## src/hw/rtl/fqd_pkg.sv

```systemverilog
// Package for the first-in first-out queue with delete.
// Holds the queue sizes, command and status codes, beat structs and sequencer states.
// No dependencies.
`default_nettype none

package fqd_pkg;

    // Queue sizing. The entry offset must address every entry, and the length
    // field is five bits wide.
    localparam int QUEUE_DEPTH = 16;
    localparam int ADDR_W      = (QUEUE_DEPTH > 1) ? $clog2(QUEUE_DEPTH) : 1;
    localparam int CNT_W       = 5;
    localparam int TAG_W       = 32;

    // Command codes carried by an input beat.
    localparam logic [1:0] CMD_ENQUEUE = 2'd0;
    localparam logic [1:0] CMD_DEQUEUE = 2'd1;
    localparam logic [1:0] CMD_DELETE  = 2'd2;

    // Status codes carried by a result beat.
    localparam logic [1:0] ST_OK   = 2'd0;
    localparam logic [1:0] ST_MISS = 2'd1;
    localparam logic [1:0] ST_FULL = 2'd2;

    // One input beat.
    typedef struct packed {
        logic [1:0]       command;
        logic [TAG_W-1:0] item_value;
    } t_in_beat;

    // One result beat.
    typedef struct packed {
        logic [1:0]       status;
        logic [TAG_W-1:0] head_value;
        logic [CNT_W-1:0] entry_total;
    } t_out_beat;

    // Access request from the sequencer to the entry store.
    typedef struct packed {
        logic              wr_en;
        logic [ADDR_W-1:0] wr_addr;
        logic [TAG_W-1:0]  wr_data;
        logic [ADDR_W-1:0] rd_addr;
    } t_store_req;

    // Sequencer states.
    typedef enum logic [2:0] {
        S_IDLE,
        S_START,
        S_SEARCH,
        S_SHIFT,
        S_DONE
    } t_state;

endpackage

`default_nettype wire

```

## src/hw/rtl/fqd_store.sv

```systemverilog
// Entry store of the queue: one write port and one registered read port.
// Depends on fqd_pkg.
`default_nettype none

module fqd_store (
    input  wire                       i_clk,
    input  fqd_pkg::t_store_req       i_req,
    output logic [fqd_pkg::TAG_W-1:0] o_rd_data
);
    import fqd_pkg::*;

    logic [TAG_W-1:0] r_mem [QUEUE_DEPTH];

    // Write when asked; read every cycle into the registered output.
    always_ff @(posedge i_clk) begin
        if (i_req.wr_en) begin
            r_mem[i_req.wr_addr] <= i_req.wr_data;
        end
        o_rd_data <= r_mem[i_req.rd_addr];
    end

endmodule

`default_nettype wire

```

## src/hw/rtl/fifo_queue_with_delete.sv

```systemverilog
// First-in first-out queue of 32-bit tags with dequeue and delete-first-match.
// One item at a time. Enqueue, no-op and any command on an empty queue go through the start
// and done states only. Dequeue and a delete that hits: one compare per cycle from the head,
// then one entry moved per cycle to close the gap; a delete miss compares every entry. The
// single store read port sets this pace. Input is taken again once the result is in the output
// register. Reset (sync, active low) empties the queue.
`default_nettype none

module fifo_queue_with_delete (
    input  wire                i_clk,
    input  wire                i_rst_n,
    input  wire                i_in_valid,
    output logic               o_in_stall,
    input  fqd_pkg::t_in_beat  i_in_data,
    output logic               o_out_valid,
    input  wire                i_out_stall,
    output fqd_pkg::t_out_beat o_out_data
);
    import fqd_pkg::*;

    t_state            r_state, n_state;
    logic [1:0]        r_cmd;
    logic [TAG_W-1:0]  r_tag;
    logic [CNT_W-1:0]  r_count, n_count;
    logic [CNT_W-1:0]  r_ptr, n_ptr;
    logic              r_chk_vld, n_chk_vld;
    logic [ADDR_W-1:0] r_chk_off, n_chk_off;
    logic              r_sh_vld, n_sh_vld;
    logic [ADDR_W-1:0] r_sh_off, n_sh_off;
    logic [1:0]        r_res_status, n_res_status;
    logic [TAG_W-1:0]  r_res_head, n_res_head;
    logic              r_out_vld;
    t_out_beat         r_out;

    t_store_req        store_req;
    logic [TAG_W-1:0]  rd_data;
    logic              in_take;
    logic              out_free;
    logic              issue;
    logic              hit;
    logic              last_chk;
    logic              full;

    fqd_store u_store (
        .i_clk     (i_clk),
        .i_req     (store_req),
        .o_rd_data (rd_data)
    );

    assign o_in_stall  = (r_state != S_IDLE);
    assign in_take     = i_in_valid && !o_in_stall;
    assign out_free    = !r_out_vld || !i_out_stall;
    assign o_out_valid = r_out_vld;
    assign o_out_data  = r_out;

    // Shared compare unit: a dequeue takes the head entry, a delete the first equal tag.
    assign issue    = (r_ptr < r_count);
    assign hit      = r_chk_vld && ((r_cmd == CMD_DEQUEUE) || (rd_data == r_tag));
    assign last_chk = ({{(CNT_W-ADDR_W){1'b0}}, r_chk_off} + CNT_W'(1)) == r_count;
    assign full     = (r_count >= CNT_W'(QUEUE_DEPTH));

    // Next state.
    always_comb begin
        n_state = r_state;
        case (r_state)
            S_IDLE: begin
                if (in_take) begin
                    n_state = S_START;
                end
            end
            S_START: begin
                if ((r_cmd inside {CMD_DEQUEUE, CMD_DELETE}) && r_count != '0) begin
                    n_state = S_SEARCH;
                end else begin
                    n_state = S_DONE;
                end
            end
            S_SEARCH: begin
                if (hit) begin
                    n_state = S_SHIFT;
                end else if (r_chk_vld && last_chk) begin
                    n_state = S_DONE;
                end
            end
            S_SHIFT: begin
                if (!issue && !r_sh_vld) begin
                    n_state = S_DONE;
                end
            end
            S_DONE: begin
                if (out_free) begin
                    n_state = S_IDLE;
                end
            end
            default: n_state = S_IDLE;
        endcase
    end

    // Datapath and store requests for each state.
    always_comb begin
        n_count      = r_count;
        n_ptr        = r_ptr;
        n_chk_vld    = 1'b0;
        n_chk_off    = r_chk_off;
        n_sh_vld     = 1'b0;
        n_sh_off     = r_sh_off;
        n_res_status = r_res_status;
        n_res_head   = r_res_head;
        store_req    = '0;
        case (r_state)
            S_START: begin
                n_res_head = '0;
                n_ptr      = '0;
                case (r_cmd)
                    CMD_ENQUEUE: begin
                        if (full) begin
                            n_res_status = ST_FULL;
                        end else begin
                            store_req.wr_en   = 1'b1;
                            store_req.wr_addr = r_count[ADDR_W-1:0];
                            store_req.wr_data = r_tag;
                            n_count           = r_count + CNT_W'(1);
                            n_res_status      = ST_OK;
                        end
                    end
                    CMD_DEQUEUE, CMD_DELETE: begin
                        n_res_status = (r_count == '0) ? ST_MISS : ST_OK;
                    end
                    default: n_res_status = ST_OK;
                endcase
            end
            S_SEARCH: begin
                // Read ahead one entry while the previous one is compared.
                store_req.rd_addr = r_ptr[ADDR_W-1:0];
                if (hit) begin
                    n_res_status = ST_OK;
                    n_res_head   = (r_cmd == CMD_DEQUEUE) ? rd_data : '0;
                    n_ptr        = {{(CNT_W-ADDR_W){1'b0}}, r_chk_off} + CNT_W'(1);
                end else if (r_chk_vld && last_chk) begin
                    n_res_status = ST_MISS;
                end else begin
                    n_chk_vld = issue;
                    n_chk_off = r_ptr[ADDR_W-1:0];
                    if (issue) begin
                        n_ptr = r_ptr + CNT_W'(1);
                    end
                end
            end
            S_SHIFT: begin
                // Read entry k+1 and write it back at k on the next cycle.
                store_req.rd_addr = r_ptr[ADDR_W-1:0];
                store_req.wr_en   = r_sh_vld;
                store_req.wr_addr = r_sh_off;
                store_req.wr_data = rd_data;
                n_sh_vld          = issue;
                n_sh_off          = r_ptr[ADDR_W-1:0] - ADDR_W'(1);
                if (issue) begin
                    n_ptr = r_ptr + CNT_W'(1);
                end
                if (!issue && !r_sh_vld) begin
                    n_count = r_count - CNT_W'(1);
                end
            end
            default: ;
        endcase
    end

    // Control registers.
    always_ff @(posedge i_clk) begin
        if (!i_rst_n) begin
            r_state   <= S_IDLE;
            r_count   <= '0;
            r_chk_vld <= 1'b0;
            r_sh_vld  <= 1'b0;
            r_out_vld <= 1'b0;
        end else begin
            r_state   <= n_state;
            r_count   <= n_count;
            r_chk_vld <= n_chk_vld;
            r_sh_vld  <= n_sh_vld;
            if (r_state == S_DONE && out_free) begin
                r_out_vld <= 1'b1;
            end else if (!i_out_stall) begin
                r_out_vld <= 1'b0;
            end
        end
    end

    // Payload registers.
    always_ff @(posedge i_clk) begin
        r_ptr        <= n_ptr;
        r_chk_off    <= n_chk_off;
        r_sh_off     <= n_sh_off;
        r_res_status <= n_res_status;
        r_res_head   <= n_res_head;
        if (in_take) begin
            r_cmd <= i_in_data.command;
            r_tag <= i_in_data.item_value;
        end
        if (r_state == S_DONE && out_free) begin
            r_out.status      <= r_res_status;
            r_out.head_value  <= r_res_head;
            r_out.entry_total <= r_count;
        end
    end

    // The entry count never exceeds the queue depth.
    a_count_bound: assert property (@(posedge i_clk) disable iff (!i_rst_n)
        r_count <= CNT_W'(QUEUE_DEPTH))
        else $error("entry count above queue depth");

    // A full status is only reported with the queue at its depth.
    a_full_len: assert property (@(posedge i_clk) disable iff (!i_rst_n)
        (o_out_valid && o_out_data.status == ST_FULL) |->
        (o_out_data.entry_total == CNT_W'(QUEUE_DEPTH)))
        else $error("full status with queue not full");

    // The count moves only when an enqueue starts or a removal finishes.
    a_count_move: assert property (@(posedge i_clk) disable iff (!i_rst_n)
        (r_count != $past(r_count)) |->
        ($past(r_state) == S_START || $past(r_state) == S_SHIFT))
        else $error("entry count changed outside enqueue or removal");

endmodule

`default_nettype wire

```

## config.mk

```make
export PLATFORM = sky130hd
export DESIGN_NAME = fifo_queue_with_delete
export DESIGN_NICKNAME = d
export VERILOG_FILES = /design/src/hw/rtl/fqd_pkg.sv /design/src/hw/rtl/fqd_store.sv /design/src/hw/rtl/fifo_queue_with_delete.sv
export SDC_FILE = /design/constraint.sdc
export NUM_CORES = 1
export LEC_CHECK = 0
export BUFFER_PORTS_ARGS = -buffer_cell sky130_fd_sc_hd__buf_2
export CELL_PAD_IN_SITES_DETAIL_PLACEMENT = 0
export CELL_PAD_IN_SITES_GLOBAL_PLACEMENT = 1
export CORE_UTILIZATION = 40
export CTS_CLUSTER_DIAMETER = 150
export DETAILED_ROUTE_END_ITERATION = 10
export GPL_ROUTABILITY_DRIVEN = 1
export PLACE_DENSITY_LB_ADDON = 0.1
export SLEW_MARGIN = 10
export SYNTH_ARGS = -nofsm -noshare
export SYNTH_HDL_FRONTEND = slang
export SYNTH_SLANG_ARGS = --single-unit
```

## constraint.sdc

```tcl
create_clock -name i_clk -period 3.2 [get_ports i_clk]
set_clock_uncertainty 0.05 [all_clocks]
set_input_delay 0.96 -clock i_clk [delete_from_list [all_inputs] [get_ports i_clk]]
set_output_delay 0.96 -clock i_clk [all_outputs]
set_load 0.02 [all_outputs]
```

==> results by group, run 1 <==
Clocking
  • Clock Pin Slew Worst Setup and Hold Paths: 0.06 ns
  • Clock net sink count: 675
  • Worst-Skew Late Latency: 0.60 ns
  • Number of buffers created by CTS: 72
  • Root Buffer: clkbuf_16
  • CTS tree: built
  • H-tree depth: 3
  • Clk buf depth: 3

Placed design
  • RePlAce Congestion: 0.8655
  • Dpl cell area: 0.02781 mm^2
  • IO Port Bufs: 78
  • DP Wirelength: 43.23 mm
  • DP Worst Slack: 0.1724 ns
  • Placed cells: 2574

Synth
  • Seq cells post-synth: 675
  • Mapped cell area: 0.02567 mm^2
  • Cells after Synth: 1673
  • Number of flops mapped to enable cells by yosys: 632
  • Unique masters post-synth: 54
  • Synthesized net count: 1725
  • Syn_area_per_cell: 15.34 um^2
  • Ys Warns: 0
  • Main flop type after synthesis: edfxtp_1
  • Sequential cell area fraction in the yosys report: 77.28%
  • Synth async-reset ratio: 0%

Power
  • P_leak: 10.10 nW
  • Power Dens Cells: 687.1 mW/mm^2
  • Worst-case vdd ir drop: 0.3756 mV

Setup path
  • Crit path max-delay family: simple AND/OR/NAND/NOR gates
  • Worst reg-to-reg setup slack: 0.24 ns
  • Worst setup path category: register to register
  • Reg2Reg Depth: 8
  • Worst EP required: 3.44 ns
  • Startpoint Class: register
  • Crit path from: r_tag[9]$_DFFE_PP_
  • Slowest cell on crit path: xnor2_1
  • Worst path depth: 8
  • FF-to-FF End: r_res_head[12]$_SDFFCE_PN0P_
  • Buf/Inv on CP: 1
  • Nature of the critical path endpoint: register
  • CP arrival: 3.20 ns
  • Worst Setup EP: r_res_head[12]$_SDFFCE_PN0P_
  • Worst path max stage delay: 0.46 ns
  • Crit path cell chain: xnor2_1, nand4_1, nor4_2, a21oi_1, nor2b_1, nand2_1, nand2_1, buf_12
  • CP max FO: 32
  • Critical path's most frequent cell: nand2_1
  • Worst R2R Start: r_tag[9]$_DFFE_PP_

Route
  • Avg Vias per Cell: 5.695
  • Drt total wl: 73.53 mm
  • Post-DRT Antenna Nets: 0
  • Via Count: 15410
  • DR DRC count: 0
  • Routed len/inst: 27.17 um
  • Drt initial violations: 1278
  • Pre-antenna DRT Iters: 5

Global routing
  • Initial antenna violation count: 2
  • Largest net degree at the start of global routing: 68
  • Total gr overflow: 0
  • Total track usage: 22.33%
  • Global-route wire length before repair: 106.4 mm
  • Vias in the first global route: 15090

Floorplan
  • Ports: 79
  • Die H: 255.3 um
  • Starting Density: 40.62%
  • Die Area: 0.06520 mm^2
  • Rows: 92
  • Core area: 0.06320 mm^2
  • Die width: 255.3 um

Timing
  • Fmax: 337.3 MHz
  • # setup viols final: 0
  • Worst-margin pin slew: 0.7441 ns
  • RSZ-0062 raised after global routing: false
  • Final period utilization: 92.64%
  • WHS: 0.3680 ns
  • Fin. Hold Viols: 0
  • Min Tclk post-route: 2.964 ns
  • Max-slew headroom: 50.40%
  • Worst Slack Setup Final: 0.2356 ns
  • Setup TNS Final: 0 ns
  • Slew Viols, Final: 0

Layout
  • Synth-to-Final Area Change: 17.48%
  • Non-Filler Instances: 2706
  • Commonest non-fill, non-tap cells in the layout: edfxtp_1 (632), nand2_1 (281), o22ai_1 (119)
  • Final instance area: 0.03016 mm^2
  • Layout cell share with drive strength beyond 1: 16.67%
  • Diodes inserted: 0
  • Final #Nets: 1854
  • Commonest non-fill, non-tap cell in the layout: edfxtp_1

Flow run
  • Max-Cap Viols: 0

Run status
  • Status: complete, no violations

Min path
  • Hold Crit Class: register to register
==> synthesized netlist by cell type, drive strengths merged (4+ instances only) <==
cell type / count / area share [%]
nor2: 25 / 0.39
nand2: 284 / 4.2
buf: 48 / 1.2
a22o: 33 / 1.1
a31oi: 65 / 1.6
xnor2: 42 / 1.4
edfxtp: 632 / 74
xor2: 5 / 0.17
nand3: 8 / 0.16
nand4: 10 / 0.24
o21ai: 6 / 0.12
a21o: 4 / 0.12
clkbuf: 62 / 0.91
dfxtp: 43 / 3.4
and2: 4 / 0.11
o2bb2ai: 4 / 0.14
nand2b: 6 / 0.15
ha: 13 / 0.63
a21oi: 71 / 1.4
a211oi: 33 / 0.97
a311oi: 65 / 2.2
and3: 34 / 0.83
o22ai: 129 / 3.4
nor2b: 6 / 0.19
inv: 11 / 0.16
==> sequential cells by signal (all words and copies together), names as in the netlist <==
| signal | cells |
|---|---|
| u_store.r_mem | 512 |
| o_out_data | 39 |
| r_res_head | 32 |
| r_tag | 32 |
| u_store.o_rd_data | 32 |
| r_count | 5 |
| r_ptr | 5 |
| r_chk_off | 4 |
| r_sh_off | 4 |
| r_state | 3 |
| r_cmd | 2 |
| r_res_status | 2 |
| o_out_valid | 1 |
| r_chk_vld | 1 |
| r_sh_vld | 1 |
==> cells by family after synthesis <==
| logic type | synth area share [%] |
|---|---|
| xor+xnor | 1.603 |
| flops | 77.28 |
| mux | 0.07798 |
| simple gates | 6.477 |
| fa+ha+maj | 0.7116 |
| compound gates | 11.61 |
| buf+inv | 2.242 |
==> power breakdown <==
group / internal [mW] / switching (mW) / leakage (nW)
Combinational: 0.515 / 1.24 / 2.88
Sequential: 10.4 / 0.316 / 6.09
Clock: 4.88 / 3.38 / 1.13
Total: 15.8 / 4.93 / 10.1
==> worst min-delay path by stage <==
| stage | startpoint | to | slack, ns | cells after the start |
|---|---|---|---|---|
| floorplan | r_res_head[5]$_SDFFCE_PN0P_ | o_out_data[10]$_DFFE_PP_ | 0.35 | 0 |
| global placement | r_res_head[31]$_SDFFCE_PN0P_ | o_out_data[36]$_DFFE_PP_ | 0.36 | 0 |
| detailed placement | r_res_head[14]$_SDFFCE_PN0P_ | o_out_data[19]$_DFFE_PP_ | 0.35 | 0 |
| CTS | r_res_head[1]$_SDFFCE_PN0P_ | o_out_data[6]$_DFFE_PP_ | 0.37 | 0 |
| global route | r_res_status[0]$_DFFE_PP_ | o_out_data[37]$_DFFE_PP_ | 0.38 | 0 |
| finish | r_res_head[30]$_SDFFCE_PN0P_ | o_out_data[35]$_DFFE_PP_ | 0.37 | 0 |
==> metrics by stage <==
stage	utilization, %	total power [mW]
2_1_floorplan	-	11.82
3_3_place_gp	44.01	12.66
3_5_place_dp	44.01	12.67
4_1_cts	47.71	20.92
5_1_grt	47.72	21.37
6_report	47.72	20.72
==> layout make-up <==
| class | count | area (um^2) |
|---|---|---|
| multi-input cells | 876 | 5434 |
| clock buffers | 97 | 1999 |
| well taps | 846 | 1059 |
| clock inverters | 35 | 339.1 |
| inverters | 12 | 45.04 |
| repair buffers | 165 | 1444 |
| fillers | 5460 | 33040 |
| flip-flops and latches | 675 | 19840 |
==> layer usage <==
layer / GRT usage, % / part of all wire (%)
met5: 0 / 0
met4: 5.656 / 2.1
met3: 4.177 / 6.4
met2: 34.95 / 47
met1: 32.07 / 45
==> repair_timing <==
| action | CTS | global route |
|---|---|---|
| hold buffers | 0 | 0 |
| endpoints found under the setup margin | 0 | 25 |
| gates resized for setup | 0 | 1 |
| setup buffers | 0 | 0 |
(Power assumes the default switching activity.)
==> run 2: changes to the inputs <==
RECOVER_POWER = 25   (was unset)
==> run 2 against run 1 <==
- register-to-register slack got worse by 0.03 ns
- cell area decreased by 0.35%
- routed wire length about the same
- combinational power decreased by 3%
- largest power group unchanged
- highest routed layer unchanged
==> results by group, run 2 (same netlist as run 1, synthesis figures left out) <==
Floorplan
  • Die H: 255.3 um (unchanged)
  • Die width: 255.3 um (unchanged)
  • Rows: 92 (unchanged)
  • Starting Density: 40.62% (unchanged)
  • Die Area: 0.06520 mm^2 (unchanged)
  • Core area: 0.06320 mm^2 (unchanged)
  • Ports: 79 (unchanged)

Clocking
  • Clock Pin Slew Worst Setup and Hold Paths: 0.06 ns (about the same)
  • Root Buffer: clkbuf_16
  • Post-CTS sizing: 0 (unchanged)
  • H-tree depth: 3 (unchanged)
  • Post-CTS Repair Setup Buffers: 0 (unchanged)
  • Worst-Skew Late Latency: 0.60 ns (about the same)
  • Clk buf depth: 3 (unchanged)
  • Number of buffers created by CTS: 72 (unchanged)
  • CTS tree: built
  • Cts hold-fix bufs: 0 (unchanged)
  • Clock net sink count: 675 (unchanged)

Timing
  • Fin. Hold Viols: 0 (unchanged)
  • Setup TNS Final: 0 ns (unchanged)
  • Worst-margin pin slew: 1.293 ns (+0.5491 ns)
  • Max-slew headroom: 13.79% (-37 points)
  • Final period utilization: 93.63% (+1.0 points)
  • Slew Viols, Final: 0 (unchanged)
  • # setup viols final: 0 (unchanged)
  • RSZ-0062 raised after global routing: false
  • Fmax: 333.7 MHz (-1.1%)
  • Min Tclk post-route: 2.996 ns (+0.03187 ns)

Route
  • DR DRC count: 0 (unchanged)
  • Drt initial violations: 1306 (+2.2%)
  • Pre-antenna DRT Iters: 5 (unchanged)
  • Post-DRT Antenna Nets: 0 (unchanged)
  • Drt total wl: 73.54 mm (about the same)
  • Avg Vias per Cell: 5.694 (about the same)
  • Via Count: 15410 (-0.013%)
  • Routed len/inst: 27.18 um (about the same)

Layout
  • Core Util, Final: 47.55% (-0.17 points)
  • Commonest non-fill, non-tap cells in the layout: edfxtp_1 (632), nand2_1 (281), o22ai_1 (119)
  • Synth-to-Final Area Change: 17.06%
  • Max FFs per register: 512 (unchanged)
  • Layout cell share with drive strength beyond 1: 12.96% (-3.7 points)
  • Filler Cells Inserted: 5497 (+0.68%)
  • Top reg by flops: u_store.r_mem
  • Non-Filler Instances: 2706 (unchanged)
  • Final #Nets: 1854 (unchanged)
  • Commonest non-fill, non-tap cell in the layout: edfxtp_1
  • Diodes inserted: 0 (unchanged)

Run status
  • Status: complete, no violations

Setup path
  • FF-to-FF End: r_res_head[12]$_SDFFCE_PN0P_
  • Startpoint Class: register
  • Nature of the critical path endpoint: register
  • Worst path max stage delay: 0.45 ns (about the same)
  • Crit path cell chain: xnor2_1, nand4_1, nor4_2, a21oi_1, nor2b_1, nand2_1, nand2_1, buf_12
  • CP max FO: 32 (unchanged)
  • Worst reg-to-reg setup slack: 0.20 ns (-0.03 ns)
  • Slowest cell on crit path: xnor2_1
  • Worst R2R Start: r_tag[9]$_DFFE_PP_
  • Reg2Reg Depth: 8 (unchanged)
  • Worst setup path category: register to register
  • Critical path's most frequent cell: nand2_1
  • Worst EP required: 3.44 ns (about the same)
  • CP arrival: 3.23 ns (+0.03 ns)

Power
  • P_leak: 9.910 nW (-1.9%)
  • Power Dens Cells: 688.1 mW/mm^2 (+0.15%)
  • Worst-case vdd ir drop: 0.3722 mV (-0.92%)

Global routing
  • GR Util met2: 34.95% (unchanged)
  • Met3 Usage GRT: 4.177% (unchanged)
  • Total track usage: 22.33% (unchanged)
  • Vias in the first global route: 15090 (unchanged)
  • Total gr overflow: 0 (unchanged)
  • Largest net degree at the start of global routing: 68 (unchanged)
  • Most Crowded Layer GR: met2
  • Global-route wire length before repair: 106.4 mm (unchanged)
  • Initial antenna violation count: 2 (unchanged)
  • Met1 GRT Util: 32.07% (unchanged)

Min path
  • Hold Path Depth: 0 (unchanged)
  • Worst Min Path Start: r_res_head[30]$_SDFFCE_PN0P_
  • Hold Path End: o_out_data[35]$_DFFE_PP_
  • Hold Crit Class: register to register

Flow run
  • Max-Cap Viols: 0 (unchanged)

Placed design
  • RePlAce Congestion: 0.8655 (unchanged)
  • Placed cells: 2574 (unchanged)
  • DP Wirelength: 43.23 mm (unchanged)
  • IO Port Bufs: 78 (unchanged)
==> run 2: cell types whose count changed in the layout (fill, tap and decap cells not counted) <==
| cell | change |
|---|---|
| buf_2 | -66 |
| buf_4 | -8 |
| clkbuf_1 | +67 |
| clkbuf_2 | +7 |
| inv_1 | +1 |
| inv_2 | -1 |
| nor2b_1 | +1 |
| nor2b_2 | -1 |
==> run 2: per-stage QoR <==
| step | power [mW] | hold WS, ns | setup WS, ns | cell area (um^2) |
|---|---|---|---|---|
| 2_1_floorplan | 11.82 | 0.3503 | -0.1475 | 25680 |
| 3_3_place_gp | 12.66 | 0.3574 | 0.1796 | 27810 |
| 3_5_place_dp | 12.67 | 0.3545 | 0.1724 | 27810 |
| 4_1_cts | 20.92 | 0.3693 | 0.1225 | 30150 |
| 5_1_grt | 21.34 | 0.3764 | 0.07798 | 30050 |
| 6_report | 20.68 | 0.3683 | 0.2037 | 30050 |
==> run 2: metal layers <==
layer | share of wire (%) | wire [um]
met5 | 0 | 0
met4 | 2.1 | 1508
met3 | 6.6 | 4870
met2 | 47 | 34240
met1 | 45 | 32920
==> run 2: final cells by class <==
type / count / area (um^2) / share of cell area [%]
sequential: 675 / 19840 / 66.01
multi-input combinational: 876 / 5431 / 18.07
clock buffer: 97 / 1999 / 6.653
timing repair buffer: 165 / 1340 / 4.459
tap: 846 / 1059 / 3.522
clock inverter: 35 / 339.1 / 1.128
inverter: 12 / 45.04 / 0.1499
==> run 2: critical path, delay by kind of cell (launching register included) <==
family                    cells  cell delay (ns)
AOI/OAI and AO/OA             1             0.14
xor gates and xnor gates      1             0.45
buffers and inverters         1             0.23
DFF                           1             0.44
and+or+nand+nor               5             1.34
==> run 2: how the worst max path moves through the flow <==
stage | startpoint | to | slack, ns | cells after the start
final | r_tag[9]$_DFFE_PP_ | r_res_head[12]$_SDFFCE_PN0P_ | 0.20 | 8
after detailed placement | r_tag[9]$_DFFE_PP_ | r_res_head[20]$_SDFFCE_PN0P_ | 0.17 | 8
after global placement | r_tag[9]$_DFFE_PP_ | r_res_head[20]$_SDFFCE_PN0P_ | 0.18 | 8
after CTS | r_tag[9]$_DFFE_PP_ | r_res_head[12]$_SDFFCE_PN0P_ | 0.12 | 8
after floorplan | r_state[0]$_SDFFE_PN0P_ | u_store.r_mem[10][0]$_DFFE_PP_ | -0.15 | 7
after global routing | r_state[0]$_SDFFE_PN0P_ | u_store.r_mem[13][24]$_DFFE_PP_ | 0.08 | 5
==> run 2: report_power, final <==
group	leakage (nW)	internal, mW	switching, mW
sequential	6.09	10.4	0.320
clock	1.13	4.88	3.37
combinational	2.69	0.465	1.24
==> run 3: changes to the inputs <==
GPL_ROUTABILITY_DRIVEN = unset   (was 1)
clock period = 3.8 ns   (was 3.2 ns; I/O delays follow)
==> run 3 against run 2 <==
- the run now ends with max-capacitance violations, max-slew violations left
- worst setup slack better by 0.16 ns
- routed wire length shrank 3.2%
- maximum frequency decreased by 13%
- worst hold slack got worse by 0.013 ns
==> results by group, run 3 (same netlist as run 1, synthesis figures left out) <==
Run status
  • Status: finished with violations
  • Failing checks: max-capacitance violations, max-slew violations

Layout
  • Core Util, Final: 46.79% (-0.76 points)
  • Max FFs per register: 512 (unchanged)
  • Final instance area: 0.02957 mm^2 (-1.6%)
  • Diodes inserted: 0 (unchanged)
  • Synth-to-Final Area Change: 15.18%
  • Commonest non-fill, non-tap cell in the layout: edfxtp_1
  • Non-Filler Instances: 2684 (-0.81%)
  • Layout cell share with drive strength beyond 1: 10.94% (-2.0 points)
  • Final #Nets: 1829 (-1.3%)
  • Top reg by flops: u_store.r_mem
  • Commonest non-fill, non-tap cells in the layout: edfxtp_1 (632), nand2_1 (281), o22ai_1 (119)

Timing
  • Fin. Hold Viols: 0 (unchanged)
  • # setup viols final: 0 (unchanged)
  • Setup TNS Final: 0 ns (unchanged)
  • Worst-margin pin slew: 1.935 ns (+0.6416 ns)
  • RSZ-0062 raised after global routing: false
  • Slew Viols, Final: 36 (+36)
  • Worst Slack Setup Final: 0.3598 ns (+0.1561 ns)
  • Max-slew headroom: -28.98% (-43 points)
  • WHS: 0.3551 ns (-0.01320 ns)
  • Final period utilization: 90.53% (-3.1 points)
  • Min Tclk post-route: 3.440 ns (+0.4439 ns)
  • Fmax: 290.7 MHz (-13%)

Route
  • DR DRC count: 0 (unchanged)
  • Drt initial violations: 1453 (+11%)
  • Via Count: 15060 (-2.3%)
  • Post-DRT Antenna Nets: 0 (unchanged)
  • Pre-antenna DRT Iters: 7 (+2)
  • Avg Vias per Cell: 5.609 (-1.5%)
  • Routed len/inst: 26.51 um (-2.5%)
  • Drt total wl: 71.15 mm (-3.2%)

Clocking
  • Clock net sink count: 675 (unchanged)
  • CTS tree: built
  • Post-CTS Repair Setup Buffers: 0 (unchanged)
  • Root Buffer: clkbuf_16
  • Clk buf depth: 3 (unchanged)
  • Number of buffers created by CTS: 75 (+4.2%)
  • H-tree depth: 3 (unchanged)
  • Cts hold-fix bufs: 0 (unchanged)
  • Worst-Skew Late Latency: 0.63 ns (+0.03 ns)
  • Clock Pin Slew Worst Setup and Hold Paths: 0.06 ns (about the same)
  • Post-CTS sizing: 0 (unchanged)

Setup path
  • Slowest cell on crit path: nor4_1
  • Critical path's most frequent cell: nand2_1
  • Worst setup path category: register to register
  • Crit path max-delay family: simple AND/OR/NAND/NOR gates
  • Worst EP required: 4.01 ns (+0.57 ns)
  • Nature of the critical path endpoint: register
  • CP max FO: 32 (unchanged)
  • Buf/Inv on CP: 1 (unchanged)
  • CP arrival: 3.65 ns (+0.42 ns)
  • Crit path cell chain: xnor2_1, nand4_1, nor4_1, a21oi_1, nor2b_1, nand2_1, nand2_1, buf_4
  • Reg2Reg Depth: 8 (unchanged)
  • Worst path depth: 8 (unchanged)
  • Worst R2R Start: r_tag[26]$_DFFE_PP_
  • Worst reg-to-reg setup slack: 0.36 ns (+0.16 ns)
  • Worst path max stage delay: 0.95 ns (+0.50 ns)
  • FF-to-FF End: r_res_head[19]$_SDFFCE_PN0P_
  • Startpoint Class: register

Global routing
  • Initial antenna violation count: 0 (-2)
  • Total gr overflow: 0 (unchanged)
  • Total track usage: 21.61% (-0.73 points)
  • Global-route wire length before repair: 102.5 mm (-3.6%)
  • Vias in the first global route: 14610 (-3.2%)
  • Largest net degree at the start of global routing: 129 (+90%)

Placed design
  • DP Worst Slack: 0.2855 ns (+0.1130 ns)
  • IO Port Bufs: 78 (unchanged)
  • Dpl cell area: 0.02742 mm^2 (-1.4%)
  • RePlAce Congestion: 0.7873 (-9.0%)
  • Placed cells: 2546 (-1.1%)
  • DP Wirelength: 38.80 mm (-10%)

Power
  • Sequential power share: 52.5% (+0.6 points)
  • Power Total: 17.18 mW (-17%)
  • Clock share of power: 39.7% (-0.2 points)
  • Switching Share: 24.40% (+0.57 points)
  • Power Dens Cells: 581.1 mW/mm^2 (-16%)
  • Worst-case vdd ir drop: 0.3144 mV (-16%)
  • Internal power: 12.99 mW (-18%)
  • Logic pwr share: 7.8% (-0.4 points)
  • Sw power: 4.193 mW (-15%)
  • P_leak: 9.691 nW (-2.2%)

Floorplan
  • Starting Density: 40.62% (unchanged)
  • Die H: 255.3 um (unchanged)
  • Die Area: 0.06520 mm^2 (unchanged)
  • Ports: 79 (unchanged)
  • Rows: 92 (unchanged)
  • Die width: 255.3 um (unchanged)
  • Core area: 0.06320 mm^2 (unchanged)

Min path
  • Hold Path Depth: 0 (unchanged)
  • Worst Min Path Start: r_res_status[1]$_SDFFCE_PP0P_
  • Hold Path End: o_out_data[38]$_DFFE_PP_
  • Hold Crit Class: register to register

Flow run
  • Max-Cap Viols: 1 (+1)
==> run 3: cell count changes in the layout (fill, tap and decap cells not counted), sizes merged <==
cell / previous run / this run
buf: 91 / 57
clkbuf: 171 / 181
clkinv: 21 / 31
bufinv: 6 / 1
clkinvlp: 4 / 2
inv: 16 / 15
==> run 3: per-layer routing <==
layer | up-vias | track usage (%) | wire (um)
li1 | 6786 | - | -
met1 | 7651 | 30.33 | 31260
met2 | 519 | 34.61 | 33820
met3 | 99 | 3.462 | 4409
met4 | 0 | 6.409 | 1660
met5 | - | 0 | 0
==> run 3: worst register-to-register path, cell delays in order, from the launching register on <==
cell,delay [ns]
edfxtp_1,0.40
xnor2_1,0.27
nand4_1,0.29
nor4_1,0.95
a21oi_1,0.18
nor2b_1,0.19
nand2_1,0.20
nand2_1,0.13
buf_4,0.41
==> run 3: power groups by stage <==
stage / clock (mW) / combinational [mW] / sequential, mW
after global routing: 7.23 / 1.46 / 9.07
final: 6.82 / 1.34 / 9.03
after floorplan: 0 / 0.740 / 9.22
after global placement: 0 / 1.42 / 9.16
after CTS: 6.99 / 1.43 / 9.02
after detailed placement: 0 / 1.43 / 9.17
==> run 3: final cells by class <==
cell class / count / area (um^2)
fill: 5517 / 33630
tap: 846 / 1059
inverter: 12 / 45.04
multi-input combinational: 876 / 5370
clock buffer: 101 / 2036
sequential: 675 / 19840
timing repair buffer: 137 / 934.6
clock inverter: 37 / 286.5
==> run 3: how the worst max path moves through the flow <==
stage | from | endpoint
2_1_floorplan | i_out_stall | o_out_data[0]$_DFFE_PP_
3_3_place_gp | r_tag[26]$_DFFE_PP_ | r_res_head[17]$_SDFFCE_PN0P_
3_5_place_dp | r_tag[26]$_DFFE_PP_ | r_res_head[17]$_SDFFCE_PN0P_
4_1_cts | r_tag[26]$_DFFE_PP_ | r_res_head[18]$_SDFFCE_PN0P_
5_1_grt | r_state[0]$_SDFFE_PN0P_ | u_store.r_mem[12][22]$_DFFE_PP_
6_report | r_tag[26]$_DFFE_PP_ | r_res_head[19]$_SDFFCE_PN0P_
